**config.mk**
```make
export PLATFORM = sky130hd
export DESIGN_NAME = sorted_neighbor_gain_table
export DESIGN_NICKNAME = d
export VERILOG_FILES = /design/src/rtl/sngt_pkg.sv /design/src/rtl/sngt_table.sv /design/src/rtl/sngt_smooth.sv /design/src/rtl/sngt_ctrl.sv /design/src/rtl/sorted_neighbor_gain_table.sv
export SDC_FILE = /design/constraint.sdc
export NUM_CORES = 1
export LEC_CHECK = 0
export BUFFER_PORTS_ARGS = -buffer_cell sky130_fd_sc_hd__buf_4
export CAP_MARGIN = 15
export CORE_MARGIN = 2
export CORE_UTILIZATION = 38
export DETAILED_ROUTE_END_ITERATION = 10
export PLACE_DENSITY_LB_ADDON = 0.08
export SLEW_MARGIN = 20
export SYNTH_ARGS = -nofsm -noshare
export SYNTH_HDL_FRONTEND = slang
export SYNTH_SLANG_ARGS = --single-unit
export TNS_END_PERCENT = 1
```
**constraint.sdc**
```tcl
create_clock -name clk -period 10 [get_ports clk]
set_clock_uncertainty 0.05 [all_clocks]
set_input_delay 0.5 -clock clk [delete_from_list [all_inputs] [get_ports clk]]
set_output_delay 0.5 -clock clk [all_outputs]
set_load 0.05 [all_outputs]
```
**src/rtl/sngt_pkg.sv**
```systemverilog
// Shared types and constants for the sorted neighbor gain table.
// Holds widths, word formats, entry layout, sequencer states and register codes.
// No dependencies.
package sngt_pkg;

    localparam int TABLE_DEPTH = 16;
    localparam int IDX_W       = (TABLE_DEPTH > 1) ? $clog2(TABLE_DEPTH) : 1;
    localparam int CNT_W       = $clog2(TABLE_DEPTH + 1);

    localparam int ADDR_W      = 16;
    localparam int ED_W        = 8;
    localparam int WEIGHT_W    = 9;
    localparam int TYPE_W      = 2;
    localparam int COUNT_W     = 5;
    localparam int CFG_IDX_W   = 1;
    localparam int CFG_DATA_W  = 9;

    // request codes; the unused code acts as a lookup
    localparam logic [TYPE_W-1:0] REQ_INBOUND  = 2'd0;
    localparam logic [TYPE_W-1:0] REQ_OUTBOUND = 2'd1;
    localparam logic [TYPE_W-1:0] REQ_LOOKUP   = 2'd2;

    // configuration register indexes
    localparam logic [CFG_IDX_W-1:0] CFG_SMOOTHING_WEIGHT = 1'd0;
    localparam logic [CFG_IDX_W-1:0] CFG_INVALID_READING  = 1'd1;

    localparam logic [WEIGHT_W-1:0]   WEIGHT_RESET  = 9'd64;
    localparam logic signed [ED_W-1:0] INVALID_RESET = 8'sd127;
    localparam logic [WEIGHT_W-1:0]   WEIGHT_MAX    = 9'd256;

    typedef struct packed {
        logic [TYPE_W-1:0]      req_type;
        logic [ADDR_W-1:0]      neighbor_addr;
        logic signed [ED_W-1:0] ed_value;
    } req_t;

    typedef struct packed {
        logic                   found;
        logic                   status;
        logic signed [ED_W-1:0] inbound_reading;
        logic signed [ED_W-1:0] outbound_reading;
        logic [COUNT_W-1:0]     entry_count;
    } rsp_t;

    typedef struct packed {
        logic [ADDR_W-1:0]      addr;
        logic signed [ED_W-1:0] inb;
        logic signed [ED_W-1:0] outb;
    } entry_t;

    typedef struct packed {
        logic             wr_en;
        logic [IDX_W-1:0] wr_idx;
        entry_t           wr_entry;
        logic [IDX_W-1:0] rd_idx;
    } tbl_ctl_t;

    typedef enum logic [2:0] {
        ST_IDLE,
        ST_SEARCH,
        ST_DECIDE,
        ST_MUL,
        ST_DIV,
        ST_UP,
        ST_DOWN,
        ST_DONE
    } sngt_state_t;

endpackage

```
**src/rtl/sngt_table.sv**
```systemverilog
// Neighbor entry storage: one write and one read per cycle.
// Depends on sngt_pkg.
module sngt_table
    import sngt_pkg::*;
(
    input  logic     clk,
    input  tbl_ctl_t ctl,
    output entry_t   rd_entry
);

    entry_t entry_reg [TABLE_DEPTH];

    always_ff @(posedge clk)
    begin
        if (ctl.wr_en)
        begin
            entry_reg[ctl.wr_idx] <= ctl.wr_entry;
        end
    end

    assign rd_entry = entry_reg[ctl.rd_idx];

endmodule

```
**src/rtl/sngt_smooth.sv**
```systemverilog
// Inbound reading smoother: old + (new - old) * w / 256, truncated toward zero.
// One registered multiply, result valid the cycle after start. Depends on sngt_pkg.
module sngt_smooth
    import sngt_pkg::*;
(
    input  logic                   clk,
    input  logic                   start,
    input  logic [WEIGHT_W-1:0]    weight,
    input  logic signed [ED_W-1:0] old_val,
    input  logic signed [ED_W-1:0] new_val,
    output logic signed [ED_W-1:0] result
);

    logic [WEIGHT_W-1:0]    w_clamped;
    logic signed [ED_W:0]   diff;
    logic signed [18:0]     prod_next;
    logic signed [18:0]     prod_reg;
    logic signed [ED_W-1:0] old_reg;
    logic signed [18:0]     sum;
    logic [18:0]            mag;
    logic [7:0]             quot;

    always_comb
    begin
        w_clamped = (weight > WEIGHT_MAX) ? WEIGHT_MAX : weight;
        diff      = 9'(new_val) - 9'(old_val);
        prod_next = 19'(diff) * 19'($signed({1'b0, w_clamped}));
    end

    always_ff @(posedge clk)
    begin
        if (start)
        begin
            prod_reg <= prod_next;
            old_reg  <= old_val;
        end
    end

    always_comb
    begin
        sum  = {{3{old_reg[ED_W-1]}}, old_reg, 8'd0} + prod_reg;
        mag  = sum[18] ? 19'(-sum) : 19'(sum);
        quot = mag[15:8];   // magnitude never exceeds 128
        result = sum[18] ? $signed(8'(8'd0 - quot)) : $signed(quot);
    end

endmodule

```
**src/rtl/sngt_ctrl.sv**
```systemverilog
// Request sequencer: linear search, update, insertion move and result register.
// Drives sngt_table and sngt_smooth. Depends on sngt_pkg.
module sngt_ctrl
    import sngt_pkg::*;
(
    input  logic                   clk,
    input  logic                   rst_n,
    input  logic                   req_valid,
    output logic                   req_ready,
    input  req_t                   req,
    output logic                   rsp_valid,
    input  logic                   rsp_ready,
    output rsp_t                   rsp,
    input  logic signed [ED_W-1:0] invalid_reading,
    output tbl_ctl_t               tbl_ctl,
    input  entry_t                 tbl_rd,
    output logic                   mul_start,
    output logic signed [ED_W-1:0] mul_old,
    output logic signed [ED_W-1:0] mul_new,
    input  logic signed [ED_W-1:0] mul_result
);

    sngt_state_t            state_reg, state_next;
    req_t                   cur_req_reg, cur_req_next;
    logic [CNT_W-1:0]       idx_reg, idx_next;
    logic [CNT_W-1:0]       count_reg, count_next;
    logic                   found_reg, found_next;
    logic                   status_reg, status_next;
    logic                   moved_reg, moved_next;
    logic signed [ED_W-1:0] cur_in_reg, cur_in_next;
    logic signed [ED_W-1:0] cur_ob_reg, cur_ob_next;
    logic                   rsp_valid_reg, rsp_valid_next;
    rsp_t                   rsp_reg, rsp_next;

    logic [CNT_W-1:0]       idx_dec;
    logic [CNT_W-1:0]       idx_inc;
    logic                   has_room;
    entry_t                 own_entry;

    assign idx_dec   = idx_reg - 1'b1;
    assign idx_inc   = idx_reg + 1'b1;
    assign has_room  = count_reg < CNT_W'(TABLE_DEPTH);
    assign req_ready = (state_reg == ST_IDLE);
    assign rsp_valid = rsp_valid_reg;
    assign rsp       = rsp_reg;
    assign mul_old   = cur_in_reg;
    assign mul_new   = cur_req_reg.ed_value;

    always_comb
    begin
        own_entry.addr = cur_req_reg.neighbor_addr;
        own_entry.inb  = cur_in_reg;
        own_entry.outb = cur_ob_reg;
    end

    always_ff @(posedge clk or negedge rst_n)
    begin
        if (!rst_n)
        begin
            state_reg     <= ST_IDLE;
            count_reg     <= '0;
            rsp_valid_reg <= 1'b0;
        end
        else
        begin
            state_reg     <= state_next;
            count_reg     <= count_next;
            rsp_valid_reg <= rsp_valid_next;
        end
    end

    always_ff @(posedge clk)
    begin
        cur_req_reg <= cur_req_next;
        idx_reg     <= idx_next;
        found_reg   <= found_next;
        status_reg  <= status_next;
        moved_reg   <= moved_next;
        cur_in_reg  <= cur_in_next;
        cur_ob_reg  <= cur_ob_next;
        rsp_reg     <= rsp_next;
    end

    always_comb
    begin
        state_next     = state_reg;
        cur_req_next   = cur_req_reg;
        idx_next       = idx_reg;
        count_next     = count_reg;
        found_next     = found_reg;
        status_next    = status_reg;
        moved_next     = moved_reg;
        cur_in_next    = cur_in_reg;
        cur_ob_next    = cur_ob_reg;
        rsp_valid_next = rsp_valid_reg && !rsp_ready;
        rsp_next       = rsp_reg;
        mul_start      = 1'b0;
        tbl_ctl.wr_en    = 1'b0;
        tbl_ctl.wr_idx   = idx_reg[IDX_W-1:0];
        tbl_ctl.wr_entry = own_entry;
        tbl_ctl.rd_idx   = idx_reg[IDX_W-1:0];

        case (state_reg)
            ST_IDLE:
            begin
                if (req_valid)
                begin
                    cur_req_next = req;
                    idx_next     = '0;
                    found_next   = 1'b0;
                    status_next  = 1'b0;
                    state_next   = ST_SEARCH;
                end
            end

            ST_SEARCH:
            begin
                if (idx_reg == count_reg)
                begin
                    state_next = ST_DECIDE;
                end
                else if (tbl_rd.addr == cur_req_reg.neighbor_addr)
                begin
                    found_next  = 1'b1;
                    cur_in_next = tbl_rd.inb;
                    cur_ob_next = tbl_rd.outb;
                    state_next  = ST_DECIDE;
                end
                else
                begin
                    idx_next = idx_inc;
                end
            end

            ST_DECIDE:
            begin
                moved_next = 1'b0;
                state_next = ST_DONE;
                case (cur_req_reg.req_type)
                    REQ_INBOUND:
                    begin
                        if (found_reg)
                        begin
                            if (cur_in_reg != invalid_reading)
                            begin
                                state_next = ST_MUL;
                            end
                            else
                            begin
                                cur_in_next = cur_req_reg.ed_value;
                                state_next  = ST_UP;
                            end
                        end
                        else if (has_room)
                        begin
                            idx_next    = count_reg;
                            count_next  = count_reg + 1'b1;
                            cur_in_next = cur_req_reg.ed_value;
                            cur_ob_next = invalid_reading;
                            state_next  = ST_UP;
                        end
                        else
                        begin
                            status_next = 1'b1;
                            cur_in_next = invalid_reading;
                            cur_ob_next = invalid_reading;
                        end
                    end

                    REQ_OUTBOUND:
                    begin
                        if (found_reg || has_room)
                        begin
                            tbl_ctl.wr_en         = 1'b1;
                            tbl_ctl.wr_entry.outb = cur_req_reg.ed_value;
                            cur_ob_next           = cur_req_reg.ed_value;
                            if (!found_reg)
                            begin
                                tbl_ctl.wr_idx       = count_reg[IDX_W-1:0];
                                tbl_ctl.wr_entry.inb = invalid_reading;
                                cur_in_next          = invalid_reading;
                                count_next           = count_reg + 1'b1;
                            end
                        end
                        else
                        begin
                            status_next = 1'b1;
                            cur_in_next = invalid_reading;
                            cur_ob_next = invalid_reading;
                        end
                    end

                    default:
                    begin
                        if (!found_reg)
                        begin
                            cur_in_next = invalid_reading;
                            cur_ob_next = invalid_reading;
                        end
                    end
                endcase
            end

            ST_MUL:
            begin
                mul_start  = 1'b1;
                state_next = ST_DIV;
            end

            ST_DIV:
            begin
                cur_in_next = mul_result;
                state_next  = ST_UP;
            end

            ST_UP:
            begin
                tbl_ctl.rd_idx = idx_dec[IDX_W-1:0];
                if (idx_reg != '0 && cur_in_reg > tbl_rd.inb)
                begin
                    tbl_ctl.wr_en    = 1'b1;
                    tbl_ctl.wr_entry = tbl_rd;
                    idx_next         = idx_dec;
                    moved_next       = 1'b1;
                end
                else if (moved_reg)
                begin
                    tbl_ctl.wr_en = 1'b1;
                    state_next    = ST_DONE;
                end
                else
                begin
                    state_next = ST_DOWN;
                end
            end

            ST_DOWN:
            begin
                tbl_ctl.rd_idx = idx_inc[IDX_W-1:0];
                tbl_ctl.wr_en  = 1'b1;
                if (idx_inc < count_reg && cur_in_reg < tbl_rd.inb)
                begin
                    tbl_ctl.wr_entry = tbl_rd;
                    idx_next         = idx_inc;
                end
                else
                begin
                    state_next = ST_DONE;
                end
            end

            ST_DONE:
            begin
                if (!rsp_valid_reg || rsp_ready)
                begin
                    rsp_valid_next            = 1'b1;
                    rsp_next.found            = found_reg;
                    rsp_next.status           = status_reg;
                    rsp_next.inbound_reading  = cur_in_reg;
                    rsp_next.outbound_reading = cur_ob_reg;
                    rsp_next.entry_count      = COUNT_W'(count_reg);
                    state_next                = ST_IDLE;
                end
            end

            default:
            begin
                state_next = ST_IDLE;
            end
        endcase
    end

    // entry count never passes the table size
    assert property (@(posedge clk) disable iff (!rst_n)
        count_reg <= CNT_W'(TABLE_DEPTH))
        else $error("entry count above table depth");

    // the table only grows, one entry per request
    assert property (@(posedge clk) disable iff (!rst_n)
        count_reg != $past(count_reg) |-> count_reg == $past(count_reg) + 1'b1)
        else $error("entry count moved by other than one");

    // a dropped insert only happens on a full table and never for a known neighbor
    assert property (@(posedge clk) disable iff (!rst_n)
        rsp_valid_reg && rsp_reg.status |->
            !rsp_reg.found && rsp_reg.entry_count == COUNT_W'(TABLE_DEPTH))
        else $error("full status on a table with room or a found neighbor");

    // a dropped insert reports no readings
    assert property (@(posedge clk) disable iff (!rst_n)
        rsp_valid_reg && rsp_reg.status |->
            rsp_reg.inbound_reading == invalid_reading &&
            rsp_reg.outbound_reading == invalid_reading)
        else $error("dropped insert reported a reading");

    // a finished word must not be overwritten while it waits
    assert property (@(posedge clk) disable iff (!rst_n)
        state_reg == ST_DONE && rsp_valid_reg && !rsp_ready |=> state_reg == ST_DONE)
        else $error("result word overwritten under stall");

endmodule

```
**src/rtl/sorted_neighbor_gain_table.sv**
```systemverilog
// Top level of the sorted neighbor gain table.
// Holds the configuration registers and ties sngt_ctrl, sngt_table and sngt_smooth.
// Depends on sngt_pkg.
//
// Usage:
//   req channel (req_valid/req_ready/req) takes one request word: type, neighbor
//   address and energy reading. rsp channel (rsp_valid/rsp_ready/rsp) returns one
//   result word per request. cfg_we/cfg_index/cfg_wdata write the smoothing weight
//   (index 0) and the invalid-reading sentinel (index 1); write
//   them only while no request is in flight.
//   One request is worked at a time. A linear search reads the valid entries one
//   by one through the table's single read port, then a decide step picks the
//   action; when a known reading is blended the smoothing multiply runs in the
//   MUL and DIV states. For inbound requests the insertion reorder then shifts
//   neighbors one position per step, first upward and else downward, until the
//   entry's place is found, and writes the entry there.
//   The result sits in an output register; the next request is taken while it
//   waits, but a second result holds in the sequencer until the receiver drains
//   the first. Reset empties the table (count to zero) and restores weight 64
//   and sentinel 127; no clearing pass is needed.
module sorted_neighbor_gain_table
    import sngt_pkg::*;
(
    input  logic                  clk,
    input  logic                  rst_n,
    input  logic                  req_valid,
    output logic                  req_ready,
    input  req_t                  req,
    output logic                  rsp_valid,
    input  logic                  rsp_ready,
    output rsp_t                  rsp,
    input  logic                  cfg_we,
    input  logic [CFG_IDX_W-1:0]  cfg_index,
    input  logic [CFG_DATA_W-1:0] cfg_wdata
);

    logic [WEIGHT_W-1:0]    weight_reg;
    logic signed [ED_W-1:0] invalid_reg;

    tbl_ctl_t               tbl_ctl;
    entry_t                 tbl_rd;
    logic                   mul_start;
    logic signed [ED_W-1:0] mul_old;
    logic signed [ED_W-1:0] mul_new;
    logic signed [ED_W-1:0] mul_result;

    always_ff @(posedge clk or negedge rst_n)
    begin
        if (!rst_n)
        begin
            weight_reg  <= WEIGHT_RESET;
            invalid_reg <= INVALID_RESET;
        end
        else if (cfg_we)
        begin
            case (cfg_index)
                CFG_SMOOTHING_WEIGHT: weight_reg  <= cfg_wdata[WEIGHT_W-1:0];
                CFG_INVALID_READING:  invalid_reg <= $signed(cfg_wdata[ED_W-1:0]);
                default:              weight_reg  <= weight_reg;
            endcase
        end
    end

    sngt_ctrl u_ctrl (
        .clk             (clk),
        .rst_n           (rst_n),
        .req_valid       (req_valid),
        .req_ready       (req_ready),
        .req             (req),
        .rsp_valid       (rsp_valid),
        .rsp_ready       (rsp_ready),
        .rsp             (rsp),
        .invalid_reading (invalid_reg),
        .tbl_ctl         (tbl_ctl),
        .tbl_rd          (tbl_rd),
        .mul_start       (mul_start),
        .mul_old         (mul_old),
        .mul_new         (mul_new),
        .mul_result      (mul_result)
    );

    sngt_table u_table (
        .clk      (clk),
        .ctl      (tbl_ctl),
        .rd_entry (tbl_rd)
    );

    sngt_smooth u_smooth (
        .clk     (clk),
        .start   (mul_start),
        .weight  (weight_reg),
        .old_val (mul_old),
        .new_val (mul_new),
        .result  (mul_result)
    );

endmodule
```
Word level (Yosys, flattened, before mapping)
Memories as Yosys holds them, arrays and structs flattened.
Index checks and enable logic that the tools add are counted.
W data, S select, Z words.
- flip-flop bits (word level): 126
- memory bits (writable): 512
- bits of input ports: 41
- output and inout port bits: 25
- word-level logic and storage cells: 173
- memories: 1
- memories (name ; depth ; bits a word ; rd ports ; clocked after Yosys merged registers in ; write ports ; line ; text):
    u_table.entry_reg ; 16 ; 32 ; 1 ; 0 ; 1 ; sngt_table.sv:11 ; entry_t entry_reg [TABLE_DEPTH];
- add/sub/neg operators: 7
- multipliers: 1
- magnitude comparators: 5
- equality and inequality tests: 34
- multiplexer cells: 74
- bitwise operators: 1
- reduce and logical (&&, ||, !) cells: 29
- operators by type and width (operator ; number):
    $mux W8 ; 13
    $mux W5 ; 14
    $mux W32 ; 2
    $mux W16 ; 3
    $pmux W16 S3 ; 1
    $pmux W16 S2 ; 1
    $pmux W8 S2 ; 2
    $mux W3 ; 9
    $pmux W5 S5 ; 1
    $pmux W3 S8 ; 1
    $pmux W8 S3 ; 1
    $add A19 B19 Y19 ; 1
    $mul A9 B10 Y19 ; 1
    $ne A2 B2 Y1 const B ; 9
    $eq A16 B16 Y1 ; 1
    $neg A16 Y16 ; 1
    $mux W1 ; 15
    $ne A3 B3 Y1 const B ; 5
    $ne A2 B1 Y1 const B ; 7
    $eq A3 B3 Y1 const B ; 4
    $reduce_and A4 Y1 ; 3
    $reduce_and A6 Y1 ; 2
    $add A5 B1 Y5 const B ; 2
    $pmux W5 S2 ; 1
    other kinds (33) ; 51

Depth between registers and ports, before layout
Gate-level depths: netlist (run 1).
An unclocked memory read counts as a cell.
- depth in word-level cells: 9
- gate-level depth with buffers: 31
- depth with buffers taken out: 31

Modules after synthesis
Synthesis (run 1) repeated with hierarchy kept, for this count alone.
- cell total of the unflattened synthesis: 1827
- area total of the unflattened synthesis: 29544.6 um^2
- modules (own cells, without submodules) (module ; times used ; cells each ; area an instance (um^2) ; sequential area each (um^2)):
    sngt_table ; 1 ; 806 ; 19213.4 ; 15374.7
    sngt_ctrl ; 1 ; 504 ; 5107.4 ; 2417.3
    sngt_smooth ; 1 ; 480 ; 4531.8 ; 810.8
    sorted_neighbor_gain_table ; 1 ; 37 ; 691.9 ; 435.4

Worst setup path after synthesis (run 1)
OpenSTA, ideal clock, no wires.
- kind: reg2reg
- start: register u_ctrl.idx_reg[0]
- end: memory u_table.entry_reg[13][0] (netlist bit) (enable)
- library setup time: 0.421 ns
- arrival time: 6.605 ns
- data required time: 9.529 ns
- setup slack: 2.924 ns
- cell stages (with the launch flop): 27
- buffers on the path: 6
- period minus slack after synthesis: 7.076 ns
- cells stage by stage: edfxtp_1 buf_2 clkinv_1 clkbuf_1 ha_1 nor3b_2 o21ai_4 nand2_1 buf_2 buf_2 buf_1 buf_1 mux4_2 nand2_1 a31oi_1 inv_1 ha_1 nor2b_1 o21a_1 o21a_1 o211ai_1 a211o_1 a21oi_1 o21ai_0 a21oi_1 o21ai_0 nor2_1
- cells in the longest elaborated chain, start to end: 9
- elaborated cells between the ends (all ways): 15
- classes of those cells: add/sub: 2; order compare: 1; mux: 9; reduce/logical: 2; memory: 1
- RTL lines (item ; line ; text):
    from (decl) ; sngt_ctrl.sv:25 ; logic [CNT_W-1:0] idx_reg, idx_next;
    from (signal assigned) ; sngt_ctrl.sv:75 ; idx_reg <= idx_next;
    $add A5 B1 Y5 or $sub A5 B1 Y5 (tied branches) ; sngt_ctrl.sv:41, sngt_ctrl.sv:40 ;
    $pmux W4 S2 ; sngt_ctrl.sv:103 ; case (state_reg)
    $mem_v2 Z16 W32 ; -- ;
    $gt A8 B8 Y1 ; sngt_ctrl.sv:219 ; if (idx_reg != '0 && cur_in_reg > tbl_rd.inb)
    $logic_and A1 B1 Y1 ; sngt_ctrl.sv:219 ;
    $mux W1 ; sngt_ctrl.sv:219 ;
    $pmux W1 S3 ; sngt_ctrl.sv:103 ;
    $mux W1 ; sngt_table.sv:15 ; if (ctl.wr_en)
    $mux W1 (not written as such) ; sngt_table.sv:17 ; entry_reg[ctl.wr_idx] <= ctl.wr_entry;
    to (decl) ; sngt_table.sv:11 ;
Parallel ways exist; a longest one is shown, timed or not.

Final worst setup path (run 1)
- start: register u_ctrl.state_reg[0]
- end: memory u_table.entry_reg[6][2] (netlist bit) (enable)
- cells in the longest elaborated chain, start to end: 9
- elaborated cells between the ends (all ways): 12
- classes of those cells: order compare: 1; eq/ne: 3; mux: 6; reduce/logical: 1; memory: 1
- RTL lines (item ; line ; text):
    from (decl) ; sngt_ctrl.sv:23 ; sngt_state_t state_reg, state_next;
    from (signal assigned) ; sngt_ctrl.sv:66 ; state_reg <= state_next;
    $eq A3 B3 Y1 ; sngt_ctrl.sv:103 ;
    $pmux W4 S2 ; sngt_ctrl.sv:103 ;
    $mem_v2 Z16 W32 ; -- ;
    $gt A8 B8 Y1 ; sngt_ctrl.sv:219 ;
    $logic_and A1 B1 Y1 ; sngt_ctrl.sv:219 ;
    $mux W1 ; sngt_ctrl.sv:219 ;
    $pmux W1 S3 ; sngt_ctrl.sv:103 ;
    $mux W1 ; sngt_table.sv:15 ;
    $mux W1 (not written as such) ; sngt_table.sv:17 ;
Parallel ways exist; a longest one is shown, timed or not.

==> reports/metrics.yaml, run 1 <==
status: "completed"
synth-edff-count: 612
root_buffer: "clkbuf_16"
yosys.area.top_type: "edfxtp_1"
synth_common_cells: "612 x edfxtp_1, 209 x nand2_1, 128 x inv_1"
area_growth_pct: 14.5
setup_viol: 0
path_cells: "nand2_1 > a21oi_1 > nor2_4 > buf_4 > mux4_2 > and2_1 > a211oi_1 > a31oi_1 > inv_1 > ha_1 > inv_1 > a211o_1 > a21oi_1 > o21ai_0 > a21oi_1 > o22ai_1 > nor2_4 > buf_4"
cts_setup_buffers: 0
synth_ff_type: "edfxtp_1"
io_pins: 66
critPathSlowestCell: "a21oi_1"
synthMuxAreaShare_pct: 8.27
slew_headroom_pct: 25.6
postRouteAntennaNets: 0
syn_avg_cell_area_um2: 13.6
cts_buffers: 75
crit_buf_inv: 4
critPathKind: "reg -> reg"
cts_buffer_depth: 3
cp-start-kind: "register"
h-tree-depth: 3
fp.dieW_um: 294
drt_wl_total_um: 94900
worstPathMaxFanout: 25
port_buffers: 65
min_period_over_period_pct: 80.5
slowest_delay_ns: 1.04
via_count: 20600
dieArea_um2: 86500
die_h_um: 294
synth.distinct_cells: 77
async_flop_share_pct: 4.08
path_clk_slew_ns: 0.06
first_iter_violations: 2074
critPathArrivalTime_ns: 8.32
max_freq_mhz: 124
maxCapViolCount: 0
cp_common_cell: "a21oi_1"
syn-cell-area_um2: 32000
post-synth-top-count-cell: "edfxtp_1"
synthCells: 2355
initial_utilization_pct: 38.3
grt_max_degree: 64
via_per_inst: 5.74
clock-sinks: 638
yosys_warnings: 0
synthAdderAreaFrac_pct: 6.74
synth_fp_nets: 2537
grt_pass1_wl_um: 140000
crit_family: "compound AO/OA/AOI/OAI gates"
synth_top_area_share_pct: 57.5
finalNetCount: 2638
grt_pass1_vias: 20300
synth-xor-area-share_pct: 2.46
finalHoldViolations: 0
drive_above_1_share_pct: 16.7
fp-row-count: 106
largest_register_ffs: 512
cts_tree: "built"
drcViolationCount: 0
routabilityCongestion: 0.874
wl_per_cell_um: 26.4
ys_ff_latch: 638
globalRouteTotalUtil_pct: 22.0
required_ns: 10.26
critPathCaptureType: "register"
synth_top_family_by_area: "compound AO/OA/AOI/OAI gates"
synth-simple-area-share_pct: 9.12
tightest_slew_ns: 1.11
dp_hpwl_um: 62100
synth-compound-area-share_pct: 10.4
tns_ns: 0
hold_class: "in -> reg"
clk_latency_ns: 0.64
dr.pass1.iters: 5
post_cts_resized: 0
rsz0062_at_grt: "no"
cts_hold_buf: 24
antenna_found_initial: 3
overflow: 0
drv_slew: 0
synth-seq-area-share_pct: 59.5
synth.area.top_cells: "edfxtp_1 57%, mux4_2 6.4%, ha_1 3.5%"
min_period_ns: 8.05
fp.coreArea_um2: 83600
[worst min-delay path: cells and delay by family]
kind | cells | cell delay (ns)
AO/OA/AOI/OAI | 1 | 0.06
buffers and inverters | 1 | 0.08
AND/OR/NAND/NOR | 1 | 0.03
[cells by family after synthesis]
group	count (synthesis)
XOR/XNOR	90
adder cells (fa/ha/maj)	141
AND/OR/NAND/NOR	597
buffers and inverters	262
flip-flops	638
AO/OA/AOI/OAI	479
multiplexers	148
[cell usage in the layout, fill, tap and decap left out, types with 47 or more instances in the layout]
master and instances:
a211oi_1 79, nor2_1 96, clkbuf_16 76, a31oi_1 47, a21oi_1 81, edfxtp_1 612
fa_1 52, inv_1 128, mux4_2 91, o21ai_0 73, nand2_1 208, buf_4 132
xnor2_1 63, ha_1 89, and3_1 62
[per-stage QoR]
step           utilization, %  setup slack, ns  hold WS, ns  std cells  instance area (um2)
6_report                 43.8             1.95       0.0313       3594                36600
2_1_floorplan               -             2.92        0.154       2355                32000
4_1_cts                  43.8             1.82     0.000510       3592                36600
3_5_place_dp             40.6             1.84        0.363       3434                33900
3_3_place_gp             40.6             2.15        0.361       3434                33900
5_1_grt                  43.8             1.40      0.00366       3593                36600
[path summary, 6_finish.rpt]
check	slack, ns	depth (start not counted)	end	from
setup / recovery	1.95	18	u_table.entry_reg[6][2]	u_ctrl.state_reg[0]
hold / removal	0.03	3	weight_reg[8]	cfg_wdata[8]
setup reg to reg	1.95	18	u_table.entry_reg[6][2]	u_ctrl.state_reg[0]
hold reg to reg	0.39	0	u_ctrl.rsp[21]	u_ctrl.status_reg
max in group asynchronous	9.25	2	invalid_reg[2]	rst_n
min in group asynchronous	0.30	2	u_ctrl.state_reg[1]	rst_n
[area by class of cell]
| cell class | instances | area (um2) |
|---|---|---|
| Timing Repair Buffer | 157 | 1240 |
| Tap cell | 1080 | 1350 |
| Inverter | 129 | 484 |
| Sequential cell | 638 | 19000 |
| Multi-Input combinational cell | 1455 | 12000 |
| Clock inverter | 51 | 539 |
| Clock buffer | 83 | 1940 |
| Fill cell | 7616 | 46900 |
| Antenna cell | 1 | 2.50 |
[metal layers]
metal / vias up / GRT usage, % / wire [um] / part of all wire (%)
met1: 10500 / 32.6 / 43900 / 46
li1: 9228 / - / - / -
met4: 2 / 5.08 / 1920 / 2.0
met5: - / 0.340 / 43 / 0.045
met3: 127 / 4.94 / 7180 / 7.6
met2: 753 / 32.9 / 41800 / 44
Power of run 1 is not shown: default switching activity piles up to over one toggle a cycle in this logic, so the estimate is an artifact.
==> inputs of run 2 (changes only) <==
Settings changed: ABC_AREA set to 1.
Clock period 10 ns to 6.45 ns, I/O delays scaled along.
==> reports/metrics.yaml, run 2 <==
routabilityCongestion: 0.876  # +0.25%
final_cell_area_um2: 36000  # -1.7%
grt_pass1_vias: 21300  # +5.0%
slowest_delay_ns: 0.54  # -0.50 ns
async_flop_share_pct: 4.08  # unchanged
yosys.area.top_type: "edfxtp_1"
violations: "setup timing"
r2r_slack_ns: -0.03  # -1.98 ns
port_buffers: 65  # unchanged
min_period_ns: 6.48  # -1.57 ns
clock-sinks: 638  # unchanged
seq_area_um2: 19000  # unchanged
syn_avg_cell_area_um2: 11.0  # -19%
via_count: 21500  # +4.2%
synth_fp_nets: 2960  # +17%
synth_ff_type: "edfxtp_1"
postRouteAntennaNets: 0  # unchanged
tns_ns: -0.0329  # -0.0329 ns
synth_top_area_share_pct: 60.1  # +2.7 points
finalHoldViolations: 0  # unchanged
cp_common_cell: "fa_1"
via_per_inst: 5.26  # -8.3%
fp.dieW_um: 288  # -2.2%
globalRouteTotalUtil_pct: 21.9  # -0.15 points
rsz0062_at_grt: "yes"
drv_slew: 0  # unchanged
critPathKind: "reg -> reg"
synth-edff-count: 612  # unchanged
n_fill_cell: 7453  # -2.1%
grt_max_degree: 115  # +80%
drcViolationCount: 0  # unchanged
syn-cell-area_um2: 30600  # -4.4%
yosys_warnings: 0  # unchanged
dp_hpwl_um: 54100  # -13%
hold_class: "in -> async"
final_common_cell: "nand2_1"
cts_buffer_depth: 3  # unchanged
h-tree-depth: 3  # unchanged
synth.area.top_cells: "edfxtp_1 60%, nand2_1 7.7%, nand3_1 5.5%"
drt_wl_total_um: 89900  # -5.3%
wl_per_cell_um: 22.0  # -17%
largest_register_ffs: 512  # unchanged
synthCells: 2778  # +18%
timing.rr.start: "u_ctrl.mul_new[2]"
worstPathMaxFanout: 4  # -84%
multi_input_area_um2: 10300  # -14%
setup_viol: 1  # +1
first_iter_violations: 1595  # -23%
post_dp_cell_area_um2: 33100  # -2.3%
synth-seq-area-share_pct: 62.3  # +2.7 points
root_buffer: "clkbuf_16"
max_freq_mhz: 154  # +24%
io_pins: 66  # unchanged
path_clk_slew_ns: 0.05  # about the same
grt_pass1_wl_um: 135000  # -3.3%
cts_tree: "built"
finalNetCount: 3147  # +19%
dr.pass1.iters: 5  # unchanged
post-synth-top-count-cell: "nand2_1"
required_ns: 6.76  # -3.50 ns
ys_ff_latch: 638  # unchanged
antenna_found_initial: 0  # -3
synth.distinct_cells: 53  # -31%
min_period_over_period_pct: 101  # +20 points
slew_headroom_pct: 25.9  # +0.39 points
cp-start-kind: "register"
cts_buffers: 74  # -1.3%
drive_above_1_share_pct: 12.6  # -4.1 points
maxCapViolCount: 0  # unchanged
dieArea_um2: 82700  # -4.4%
critPathSlowestCell: "fa_1"
clk_latency_ns: 0.62  # -0.02 ns
status: "complete, but fails checks"
fp.coreArea_um2: 80200  # -4.1%
tightest_slew_ns: 1.11  # -0.00658 ns
synth_common_cells: "631 x nand2_1, 612 x edfxtp_1, 334 x nand3_1"
layout_common_cells: "628 x nand2_1, 612 x edfxtp_1, 333 x nand3_1, 214 x nor2_1, 197 x o21ai_0"
worstSetupStartpoint: "u_ctrl.mul_new[2]"
worst_slack_ns: -0.0329  # -1.98 ns
critPathArrivalTime_ns: 6.79  # -1.53 ns
diodes: 0  # -1
fp-row-count: 104  # -1.9%
initial_utilization_pct: 38.1  # -0.14 points
overflow: 0  # unchanged
die_h_um: 288  # -2.2%
critPathCaptureType: "register"
area_growth_pct: 17.8
run 2: cell types whose count changed in the layout (fill, tap and decap cells not counted), sizes merged, moves of 44 or more:
cell | before | now
nand2 | 211 | 637
a21oi | 83 | 39
inv | 132 | 212
nor2 | 117 | 235
mux4 | 91 | 0
buf | 132 | 198
a31oi | 49 | 3
nand3 | 32 | 339
o21ai | 83 | 210
o221ai | 3 | 51
and3 | 62 | 0
xnor2 | 63 | 13
a211oi | 80 | 2
run 2: worst paths after layout:
kind,endpoint,depth (start not counted)
max reg2reg,u_smooth.prod_reg[17],32
max,u_smooth.prod_reg[17],32
min,weight_reg[8],2
min in group clk,invalid_reg[5],4
max in group asynchronous,invalid_reg[3],2
min reg2reg,u_ctrl.rsp[21],0
run 2: timing repair:
item	CTS	global route
pin swaps	1	14
buffers inserted	1	2
endpoints found under the setup margin	1	5
hold endpoints to repair	70	0
cloned	0	0
hold buffers	37	0
resized for setup	0	21
run 2: critical path, delay by kind of cell (launching register included):
| family | cells | cell delay (ns) |
|---|---|---|
| buffers and inverters | 4 | 0.21 |
| and+or+nand+nor | 10 | 1.13 |
| AOI/OAI and AO/OA | 9 | 1.08 |
| xor gates and xnor gates | 2 | 0.26 |
| adders and majority gates | 7 | 3.05 |
| DFF | 1 | 0.43 |
run 2: cell type report:
class / count / share of cell area, %
Tap cell: 1060 / 3.68
Clock inverter: 45 / 1.10
Multi-Input combinational cell: 1804 / 28.7
Sequential cell: 638 / 52.9
Clock buffer: 90 / 5.60
Timing Repair Buffer: 236 / 5.84
Inverter: 211 / 2.20
run 2: metrics by stage:
stage	setup WS, ns	std cells	utilization (%)	hold WS [ns]
6_report	-0.0329	4084	44.9	0.138
5_1_grt	-0.371	4084	44.9	0.156
4_1_cts	0.00326	4081	44.8	0.120
3_5_place_dp	-0.0162	3908	41.3	0.247
3_3_place_gp	-0.0691	3907	41.3	0.245
2_1_floorplan	0.0783	2778	-	-0.0231
run 2: cell families (layout without fill, tap and decap cells):
group                    after synthesis  after routing  synth area share [%]
AND/OR/NAND/NOR                     1260           1260                  17.6
adder cells (fa/ha/maj)              141            141                  7.05
flip-flops                           638            638                  62.3
buffers and inverters                336            582                  4.83
XOR/XNOR                              37             37                  1.06
AO/OA/AOI/OAI                        366            366                  7.18
run 2: layer usage:
metal  track usage, %  routed length [um]  share of wire, %  up-vias
li1                 -                   -                 -    10100
met3             2.96                4000               4.5      145
met5                0                   0                 0        -
met4             7.19                2720               3.0        0
met1             29.6               40000                44    10600
met2             36.4               43200                48      563
Power of run 2 is left out for the same reason.
==> inputs of run 3 (changes only) <==
Settings changed: REMOVE_ABC_BUFFERS set to 1.
==> reports/metrics.yaml, run 3 (same netlist as run 2, synthesis figures left out) <==
maxCapViolCount: 0  # unchanged
worstSetupStartpoint: "u_ctrl.mul_new[1]"
hold_class: "in -> reg"
slowest_delay_ns: 0.50  # -0.04 ns
cp_common_cell: "fa_1"
rsz0062_at_grt: "yes"
clock-sinks: 638  # unchanged
cts_setup_buffers: 0  # -1
fp.dieW_um: 288  # unchanged
cp-start-kind: "register"
clk_latency_ns: 0.63  # about the same
final_common_cell: "nand2_1"
critPathKind: "reg -> reg"
critPathCaptureType: "register"
finalNetCount: 3155  # +0.25%
wl_per_cell_um: 21.7  # -1.2%
port_buffers: 65  # unchanged
grt_pass1_vias: 21500  # +0.93%
drcViolationCount: 0  # unchanged
dieArea_um2: 82700  # unchanged
via_per_inst: 5.27  # +0.11%
critPathArrivalTime_ns: 6.57  # -0.22 ns
critPathSlowestCell: "fa_1"
min_period_over_period_pct: 96.7  # -3.8 points
dr.pass1.iters: 5  # unchanged
dp_hpwl_um: 55000  # +1.6%
fp-row-count: 104  # unchanged
initial_utilization_pct: 38.1  # unchanged
die_h_um: 288  # unchanged
drive_above_1_share_pct: 12.8  # +0.22 points
postRouteAntennaNets: 0  # unchanged
grt_pass1_wl_um: 134000  # -0.64%
overflow: 0  # unchanged
via_count: 21600  # +0.38%
cts_buffer_depth: 3  # unchanged
status: "completed"
cts_buffers: 74  # unchanged
routabilityCongestion: 0.897  # +2.3%
layout_common_cells: "629 x nand2_1, 612 x edfxtp_1, 333 x nand3_1, 214 x nor2_1, 198 x inv_1"
path_clk_slew_ns: 0.06  # about the same
drv_slew: 0  # unchanged
h-tree-depth: 3  # unchanged
timing.rr.start: "u_ctrl.mul_new[1]"
max_freq_mhz: 160  # +4.0%
drt_wl_total_um: 89000  # -0.92%
worstPathMaxFanout: 3  # -1
setup_viol: 0  # -1
root_buffer: "clkbuf_16"
globalRouteTotalUtil_pct: 21.6  # -0.32 points
largest_register_ffs: 512  # unchanged
tightest_slew_ns: 1.07  # -0.0385 ns
fp.coreArea_um2: 80200  # unchanged
n_fill_cell: 7564  # +1.5%
worst_slack_ns: 0.214  # +0.247 ns
antenna_found_initial: 0  # unchanged
finalHoldViolations: 0  # unchanged
first_iter_violations: 1751  # +9.8%
cts_tree: "built"
required_ns: 6.79  # +0.03 ns
area_growth_pct: 18.2
io_pins: 66  # unchanged
slew_headroom_pct: 27.9  # +2.0 points
dpl_worst_slack_ns: -0.112  # -0.0957 ns
min_period_ns: 6.24  # -0.247 ns
grt_max_degree: 102  # -11%
diodes: 0  # unchanged
r2r_slack_ns: 0.21  # +0.25 ns
hp-start: "req_valid"
[run 3: cell types whose count changed in the layout (fill, tap and decap cells not counted), moves of 3 or more]
| cell | delta |
|---|---|
| clkbuf_16 | -5 |
| clkinv_8 | +3 |
| clkinvlp_4 | +3 |
| buf_4 | +3 |
| buf_12 | +5 |
| inv_2 | -3 |
[run 3: routing by layer]
| metal | up-vias | GRT usage [%] | wire length (um) |
|---|---|---|---|
| li1 | 10200 | - | - |
| met1 | 10700 | 29.9 | 40600 |
| met2 | 534 | 35.2 | 42000 |
| met3 | 139 | 2.92 | 3840 |
| met4 | 0 | 6.70 | 2570 |
| met5 | - | 0 | 0 |
[run 3: through the flow]
| stage | std cells | instance area, um2 | util, % | setup TNS (ns) | hold WS (ns) |
|---|---|---|---|---|---|
| 4_1_cts | 4094 | 36100 | 45.0 | 0 | 0.0245 |
| 5_1_grt | 4095 | 36100 | 45.1 | -0.295 | 0.0521 |
| 6_report | 4095 | 36100 | 45.1 | 0 | 0.0472 |
| 2_1_floorplan | 2653 | 29900 | - | -2127.46 | -0.0231 |
| 3_3_place_gp | 3919 | 33200 | 41.5 | -0.200 | 0.244 |
| 3_5_place_dp | 3919 | 33200 | 41.5 | -0.118 | 0.247 |
[run 3: worst paths after layout]
kind / to / cells after the start
setup / recovery: u_smooth.prod_reg[17] / 32
max in group asynchronous: invalid_reg[6] / 2
setup reg to reg: u_smooth.prod_reg[17] / 32
min in group asynchronous: weight_reg[8] / 2
hold reg to reg: u_ctrl.rsp[21] / 0
hold / removal: u_ctrl.cur_req_reg[24] / 3
[run 3: cell type report]
| type | count | area [um2] | share of cell area (%) |
|---|---|---|---|
| clock inverter | 53 | 518 | 1.43 |
| sequential | 638 | 19000 | 52.7 |
| multi-input combinational | 1804 | 10300 | 28.6 |
| inverter | 211 | 796 | 2.20 |
| tap | 1060 | 1330 | 3.67 |
| clock buffer | 85 | 1890 | 5.24 |
| timing repair buffer | 244 | 2220 | 6.16 |
[run 3: what timing repair did]
item | CTS | global route
hold buffers | 37 | 0
gates resized for setup | 5 | 19
hold endpoints to repair | 70 | 0
pin swaps | 1 | 0
setup endpoints to repair | 2 | 6
[run 3: critical path: cells and delay by family (launching register included)]
kind / cells / cell delay [ns]
adders and majority gates: 7 / 2.90
and+or+nand+nor: 10 / 1.14
DFF: 1 / 0.45
xor gates and xnor gates: 2 / 0.27
AOI/OAI and AO/OA: 9 / 0.98
buffers and inverters: 4 / 0.22
Power of run 3 is left out for the same reason.
